===== src/rtl/jhss_pkg.sv =====
// types, register indexes, codes and the coil table of the steering unit
// no dependencies
`timescale 1ns / 1ps

package jhss_pkg;

  localparam int unsigned SAMPLE_W   = 10;
  localparam int unsigned STEP_W     = 12;
  localparam int unsigned COIL_W     = 4;
  localparam int unsigned PHASE_W    = 3;
  localparam int unsigned MODE_W     = 3;
  localparam int unsigned DIR_W      = 2;
  localparam int unsigned CFG_IDX_W  = 2;
  localparam int unsigned CFG_DATA_W = 12;

  typedef logic [SAMPLE_W-1:0]   sample_t;
  typedef logic [STEP_W-1:0]     step_t;
  typedef logic [COIL_W-1:0]     coil_t;
  typedef logic [PHASE_W-1:0]    phase_t;
  typedef logic [MODE_W-1:0]     mode_t;
  typedef logic [DIR_W-1:0]      dir_t;
  typedef logic [CFG_IDX_W-1:0]  cfg_idx_t;
  typedef logic [CFG_DATA_W-1:0] cfg_data_t;

  localparam cfg_idx_t CFG_HIGH_THR = 2'd0;
  localparam cfg_idx_t CFG_LOW_THR  = 2'd1;
  localparam cfg_idx_t CFG_STEPS    = 2'd2;

  localparam sample_t HIGH_THR_RST = 10'd600;
  localparam sample_t LOW_THR_RST  = 10'd400;
  localparam step_t   STEPS_RST    = 12'd227;

  localparam mode_t MODE_IDLE   = 3'd0;
  localparam mode_t MODE_RIGHT  = 3'd1;
  localparam mode_t MODE_LEFT   = 3'd2;
  localparam mode_t MODE_WAIT   = 3'd3;
  localparam mode_t MODE_RETURN = 3'd4;

  localparam dir_t DIR_BWD  = 2'd0;
  localparam dir_t DIR_FWD  = 2'd1;
  localparam dir_t DIR_NONE = 2'd3;

  localparam logic OP_TICK   = 1'b0;
  localparam logic OP_SAMPLE = 1'b1;

  function automatic coil_t coil_of(phase_t p);
    coil_t c;
    case (p)
      3'd0:    c = 4'h1;
      3'd1:    c = 4'h3;
      3'd2:    c = 4'h2;
      3'd3:    c = 4'h6;
      3'd4:    c = 4'h4;
      3'd5:    c = 4'hC;
      3'd6:    c = 4'h8;
      3'd7:    c = 4'h9;
      default: c = 4'h1;
    endcase
    return c;
  endfunction

endpackage


===== src/rtl/jhss_if.sv =====
// valid/ready channel interfaces: input items, results, register writes
// depends on jhss_pkg
`timescale 1ns / 1ps

interface jhss_item_if;
  logic              valid;
  logic              ready;
  logic              op;
  jhss_pkg::sample_t stick_sample;

  modport source (output valid, op, stick_sample, input ready);
  modport sink   (input valid, op, stick_sample, output ready);
endinterface

interface jhss_result_if;
  logic            valid;
  logic            ready;
  jhss_pkg::coil_t coil_pattern;
  logic            moving;

  modport source (output valid, coil_pattern, moving, input ready);
  modport sink   (input valid, coil_pattern, moving, output ready);
endinterface

interface jhss_cfg_if;
  logic                valid;
  logic                ready;
  jhss_pkg::cfg_idx_t  index;
  jhss_pkg::cfg_data_t data;

  modport source (output valid, index, data, input ready);
  modport sink   (input valid, index, data, output ready);
endinterface


===== src/rtl/joystick_half_step_steering_unit.sv =====
// steering unit top level: stick state machine and half-step coil sequencer
// depends on jhss_pkg and the interfaces in jhss_if.sv
`timescale 1ns / 1ps

// Each accepted transaction on item_i (op 1: stick sample, op 0: stepper tick)
// yields exactly one transaction on result_o with the coil pattern of the
// current phase and the moving flag, in order. A new item is taken every
// cycle while item_i.ready is high. The item is registered in the input
// register, and the logic after that register updates the state. The result
// then sits in the result register, which drives result_o. item_i.ready drops
// only while the result register is full and not taken and the input
// register also holds an item. Register writes on cfg_i are always accepted
// and take effect at once.
module joystick_half_step_steering_unit (
  input logic           clk_i,
  input logic           rst_ni,
  jhss_item_if.sink     item_i,
  jhss_result_if.source result_o,
  jhss_cfg_if.sink      cfg_i
);
  import jhss_pkg::*;

  sample_t high_thr_q, low_thr_q;
  step_t   steps_q;

  phase_t  phase_q, phase_d;
  dir_t    dir_q, dir_d;
  step_t   count_q, count_d;
  step_t   target_q, target_d;
  mode_t   mode_q, mode_d;

  logic    in_vld_q;
  logic    in_op_q;
  sample_t in_sample_q;

  logic    out_vld_q;
  coil_t   out_coil_q;
  logic    out_moving_q;

  logic    advance;
  logic    fire;
  logic    accept;

  assign advance = !out_vld_q || result_o.ready;
  assign fire    = in_vld_q && advance;
  assign accept  = item_i.valid && item_i.ready;

  assign item_i.ready          = !in_vld_q || advance;
  assign cfg_i.ready           = 1'b1;
  assign result_o.valid        = out_vld_q;
  assign result_o.coil_pattern = out_coil_q;
  assign result_o.moving       = out_moving_q;

  // configuration registers
  always_ff @(posedge clk_i or negedge rst_ni) begin
    if (!rst_ni) begin
      high_thr_q <= HIGH_THR_RST;
      low_thr_q  <= LOW_THR_RST;
      steps_q    <= STEPS_RST;
    end else if (cfg_i.valid) begin
      case (cfg_i.index)
        CFG_HIGH_THR: high_thr_q <= cfg_i.data[SAMPLE_W-1:0];
        CFG_LOW_THR:  low_thr_q  <= cfg_i.data[SAMPLE_W-1:0];
        CFG_STEPS:    steps_q    <= cfg_i.data[STEP_W-1:0];
        default: ;
      endcase
    end
  end

  // next state for the item in the input register
  always_comb begin
    phase_d  = phase_q;
    dir_d    = dir_q;
    count_d  = count_q;
    target_d = target_q;
    mode_d   = mode_q;
    if (in_op_q == OP_SAMPLE) begin
      case (mode_q)
        MODE_RIGHT, MODE_LEFT: mode_d = MODE_WAIT;
        MODE_WAIT: begin
          if (in_sample_q > low_thr_q && in_sample_q < high_thr_q) begin
            mode_d = MODE_RETURN;
          end else begin
            mode_d = MODE_WAIT;
          end
        end
        MODE_RETURN: mode_d = MODE_IDLE;
        default: begin
          if (in_sample_q > high_thr_q) begin
            mode_d = MODE_RIGHT;
          end else if (in_sample_q < low_thr_q) begin
            mode_d = MODE_LEFT;
          end else begin
            mode_d = MODE_IDLE;
          end
        end
      endcase
      if (mode_d == MODE_RIGHT) begin
        dir_d    = DIR_FWD;
        target_d = steps_q;
      end else if (mode_d == MODE_LEFT) begin
        dir_d    = DIR_BWD;
        target_d = steps_q;
      end else if (mode_d == MODE_RETURN) begin
        if (dir_q == DIR_FWD) begin
          dir_d    = DIR_BWD;
          target_d = steps_q;
        end else if (dir_q == DIR_BWD) begin
          dir_d    = DIR_FWD;
          target_d = steps_q;
        end
      end
    end else if (dir_q inside {DIR_FWD, DIR_BWD}) begin
      if (count_q != target_q) begin
        count_d = count_q + step_t'(1);
        if (dir_q == DIR_FWD) begin
          phase_d = phase_q + phase_t'(1);
        end else begin
          phase_d = phase_q - phase_t'(1);
        end
      end else begin
        count_d  = '0;
        target_d = '0;
      end
    end
  end

  // control and state
  always_ff @(posedge clk_i or negedge rst_ni) begin
    if (!rst_ni) begin
      phase_q   <= '0;
      dir_q     <= DIR_NONE;
      count_q   <= '0;
      target_q  <= '0;
      mode_q    <= MODE_IDLE;
      in_vld_q  <= 1'b0;
      out_vld_q <= 1'b0;
    end else begin
      if (item_i.ready) begin
        in_vld_q <= item_i.valid;
      end
      if (advance) begin
        out_vld_q <= in_vld_q;
      end
      if (fire) begin
        phase_q  <= phase_d;
        dir_q    <= dir_d;
        count_q  <= count_d;
        target_q <= target_d;
        mode_q   <= mode_d;
      end
    end
  end

  // payload registers
  always_ff @(posedge clk_i) begin
    if (accept) begin
      in_op_q     <= item_i.op;
      in_sample_q <= item_i.stick_sample;
    end
    if (fire) begin
      out_coil_q   <= coil_of(phase_d);
      out_moving_q <= (count_d != target_d);
    end
  end

endmodule


===== src/flat_wrapper.sv =====
// flat-port wrapper written by rule: the top's interface ports become plain ports
module joystick_half_step_steering_unit_flat import jhss_pkg::*;
  (clk_i, rst_ni, item_i_valid, item_i_op, item_i_stick_sample, item_i_ready, result_o_valid, result_o_coil_pattern, result_o_moving, result_o_ready, cfg_i_valid, cfg_i_index, cfg_i_data, cfg_i_ready);
  jhss_item_if item_i_i ();
  jhss_result_if result_o_i ();
  jhss_cfg_if cfg_i_i ();
  input logic clk_i;
  input logic rst_ni;
  input wire logic [$bits(item_i_i.valid)-1:0] item_i_valid;
  input wire logic [$bits(item_i_i.op)-1:0] item_i_op;
  input wire logic [$bits(item_i_i.stick_sample)-1:0] item_i_stick_sample;
  output wire logic [$bits(item_i_i.ready)-1:0] item_i_ready;
  output wire logic [$bits(result_o_i.valid)-1:0] result_o_valid;
  output wire logic [$bits(result_o_i.coil_pattern)-1:0] result_o_coil_pattern;
  output wire logic [$bits(result_o_i.moving)-1:0] result_o_moving;
  input wire logic [$bits(result_o_i.ready)-1:0] result_o_ready;
  input wire logic [$bits(cfg_i_i.valid)-1:0] cfg_i_valid;
  input wire logic [$bits(cfg_i_i.index)-1:0] cfg_i_index;
  input wire logic [$bits(cfg_i_i.data)-1:0] cfg_i_data;
  output wire logic [$bits(cfg_i_i.ready)-1:0] cfg_i_ready;
  assign item_i_i.valid = item_i_valid;
  assign item_i_i.op = item_i_op;
  assign item_i_i.stick_sample = item_i_stick_sample;
  assign item_i_ready = item_i_i.ready;
  assign result_o_valid = result_o_i.valid;
  assign result_o_coil_pattern = result_o_i.coil_pattern;
  assign result_o_moving = result_o_i.moving;
  assign result_o_i.ready = result_o_ready;
  assign cfg_i_i.valid = cfg_i_valid;
  assign cfg_i_i.index = cfg_i_index;
  assign cfg_i_i.data = cfg_i_data;
  assign cfg_i_ready = cfg_i_i.ready;
  joystick_half_step_steering_unit u_core (.clk_i(clk_i), .rst_ni(rst_ni), .item_i(item_i_i), .result_o(result_o_i), .cfg_i(cfg_i_i));
endmodule

===== config.mk =====
export PLATFORM = sky130hd
export DESIGN_NAME = joystick_half_step_steering_unit_flat
export DESIGN_NICKNAME = d
export VERILOG_FILES = /design/src/rtl/jhss_pkg.sv /design/src/rtl/jhss_if.sv /design/src/rtl/joystick_half_step_steering_unit.sv /design/src/flat_wrapper.sv
export SDC_FILE = /design/constraint.sdc
export NUM_CORES = 1
export LEC_CHECK = 0
export ABC_AREA = 1
export BUFFER_PORTS_ARGS = -buffer_cell sky130_fd_sc_hd__buf_2
export CORE_UTILIZATION = 40
export DETAILED_ROUTE_END_ITERATION = 10
export PLACE_DENSITY = 0.54
export SETUP_SLACK_MARGIN = 0.02
export SYNTH_ARGS = -nofsm -noshare
export SYNTH_HDL_FRONTEND = slang
export SYNTH_SLANG_ARGS = --single-unit

===== constraint.sdc =====
create_clock -name clk_i -period 4.9 [get_ports clk_i]
set_clock_uncertainty 0.05 [all_clocks]
set_input_delay 0.245 -clock clk_i [delete_from_list [all_inputs] [get_ports clk_i]]
set_output_delay 0.245 -clock clk_i [all_outputs]
set_load 0.02 [all_outputs]

==> results.yml <==
layout:
  antenna-diode-count: 0
  fin_area_um2: 5700
  layout_commonest_cell: "nand2_1"
  fin_cells: 866
  nets: 745
  syn2layout_area_growth_pct: 11.8
  drive_gt1_share_pct: 15.9
  most-common-layout-cells: "nand2_1, inv_1, o21ai_0"
critical_path:
  slowest_stage: "dfstp_2"
  crit_top_cell: "nand2_1"
  r2r_start: "u_core.low_thr_q[7]"
  endpoint_kind: "flip-flop"
  cp-start-kind: "flip-flop"
  path_cells: "inv_1 > ha_1 > nand2_1 > nor2_4 > nand3_2 > nand3_4 > nand2_2 > nor2_8 > nand3_4 > nand2_2 > nand2_1 > nand3_2 > nand2_2 > o21ai_2 > nand2_1 > nor2_1 > nand2_1"
  worst-endpoint-required_ps: 4950
  critPathMaxFanout: 10
  r2r-end: "u_core.result_o.moving"
  r2r_slack_ps: 2050
  path_class: "reg -> reg"
  crit_arrival_ps: 2900
  r2r_cells: 17
  critPathMaxStageDelay_ps: 530
power:
  power_density_nw_per_um2: 497
  ir_drop_mv: 0.342
  leakage_nw: 2.85
grt:
  grt_overflow: 0
  grt_max_degree: 67
  antenna_found_initial: 0
  grt_pass1_wl_um: 19900
  first_global_vias: 4103
  grt_use_total_pct: 19.6
routing:
  totalWireLength_um: 11400
  viasPerCell: 4.79
  detail-route-antenna-nets: 0
  vias: 4145
  post_drt_wl_per_cell_um: 13.2
  drtIter0Drc: 259
  drc: 0
  drt_pass1_iterations: 5
yosys:
  avgSynthCellArea_um2: 7.71
  ys_warn_count: 0
  synth_ff_type: "dfrtp_1"
  syn-num-nets: 714
  synth_cells: 662
  ys_seq_area_share_pct: 42.1
  synth_edf_count: 16
  async_reset_ff_share_pct: 80.5
  synth-seq-cells: 82
  synth.distinct_cells: 45
  syn_area_um2: 5100
sta:
  fmax_mhz: 351
  setup_tns_ps: 0
  setup_violations: 0
  drv_slew: 0
  hold_ws_ps: 14.2
  min_period_ps: 2850
  period_share_pct: 58.1
  finalHoldViolations: 0
  slew_headroom_pct: 40.3
  rsz0062_at_grt: "false"
  worstMarginPinSlew_ps: 896
run_status:
  status: "complete, no violations"
clock_tree:
  ctsResizeCount: 0
  cts-buffers-inserted: 9
  cts_tree: "built"
  clk_transition_reported_paths_ps: 70
  cts_hold_buf: 2
  clockBufferDepth: 2
  post_cts_buffers: 0
  cts.sinks: 82
  h-tree-depth: 3
  clock_latency_ps: 350
  root_buffer: "clkbuf_16"
worst_hold_path:
  min_path_type: "in -> reg"
  min_from: "item_i_stick_sample[5]"
  hold-path-cell-count: 1
  whs_endpoint: "u_core.in_sample_q[5]"
floorplanning:
  num_rows: 40
  die_w_um: 115
  dieArea_um2: 13200
  coreArea_um2: 12200
  start_util_pct: 41.8
  io_pins: 38
  fp.dieH_um: 115
run:
  maxCapViolations: 0
place:
  hpwl_um: 8250
  place_area_um2: 5410
  gp_congestion: 0.828
  port_buffers: 36
  place_inst: 848
## cells by family (layout without fill, tap and decap cells)
kind of cell | after synthesis | after routing | share of synthesized area (%)
simple gates | 316 | 316 | 29.1
buf+inv | 121 | 157 | 9.39
compound gates | 102 | 102 | 10.5
flops | 82 | 82 | 42.1
fa+ha+maj | 22 | 22 | 5.54
xor+xnor | 16 | 16 | 2.75
mux | 2 | 2 | 0.441
other cells | 1 | 1 | 0.0735
## layer usage
metal  part of all wire (%)  GRT usage (%)  vias to the layer above
li1                       -              -                     2161
met1                     49           25.6                     1878
met2                     45           31.6                       91
met3                    4.4           4.43                       15
met4                    1.8           7.79                        0
met5                      0              0                        -
## worst max-delay path by stage
stage	startpoint	to	slack (ps)	depth (start not counted)
global placement	u_core.low_thr_q[7]	u_core.result_o.moving	2030	17
global route	u_core.low_thr_q[7]	u_core.result_o.moving	1800	19
finish	u_core.low_thr_q[7]	u_core.result_o.moving	2050	17
detailed placement	u_core.low_thr_q[8]	u_core.result_o.moving	2020	17
CTS	u_core.low_thr_q[7]	u_core.result_o.moving	2010	17
floorplan	u_core.high_thr_q[9]	u_core.result_o.moving	2440	18
## power breakdown
group / total (mW) / switching (mW) / internal [mW]
sequential: 1.06 / 0.160 / 0.895
clock: 0.649 / 0.301 / 0.348
combinational: 1.13 / 0.724 / 0.405
total: 2.83 / 1.19 / 1.65
## cell type report
cell class              count  area [um2]
clock buffers               9         225
flip-flops and latches     82        2150
well taps                 168         210
multi-input cells         459        2470
repair buffers             40         215
fillers                  1251        6510
inverters                 101         379
clock inverters             7        52.6
## critical path, delay by kind of cell, from the launching register on
family / cells / cell delay [ps]
buf+inv: 1 / 40
compound gates: 1 / 100
simple gates: 14 / 1580
fa+ha+maj: 1 / 280
flops: 1 / 530
## metrics by stage
stage | power, mW | utilization (%) | worst slack (ps)
finish | 2.83 | 46.7 | 2050
global route | 3.09 | 46.7 | 1800
CTS | 2.87 | 46.7 | 2010
detailed placement | 2.20 | 44.3 | 2020
global placement | 2.17 | 44.3 | 2030
floorplan | 1.93 | - | 2440
## state kept, by name, summed over array words and instances, names as in the netlist, 4 cells and up
name	count
u_core.count_q	12
u_core.target_q	12
u_core.high_thr_q	10
u_core.result_o.coil_pattern	4
u_core.low_thr_q	10
u_core.in_sample_q	10
u_core.steps_q	12
## cells in the mapped netlist, types with 3 or more instances
master	instances	area, um2
nand2_1	201	754
inv_1	94	353
o21ai_0	78	390
dfrtp_1	52	1300
nand3_1	39	195
nor2_1	31	116
ha_1	21	263
edfxtp_1	16	480
clkbuf_1	14	52.6
dfstp_2	14	368
xor2_1	14	123
a21oi_1	12	60.1
nand2_2	8	50.1
nand3_2	6	60.1
o21ai_1	6	30.0
inv_2	5	18.8
nand4_1	5	31.3
nor2_4	5	56.3
nand3_4	3	52.6
nor3_1	3	15.0
Power figures use the tool's default switching activity.
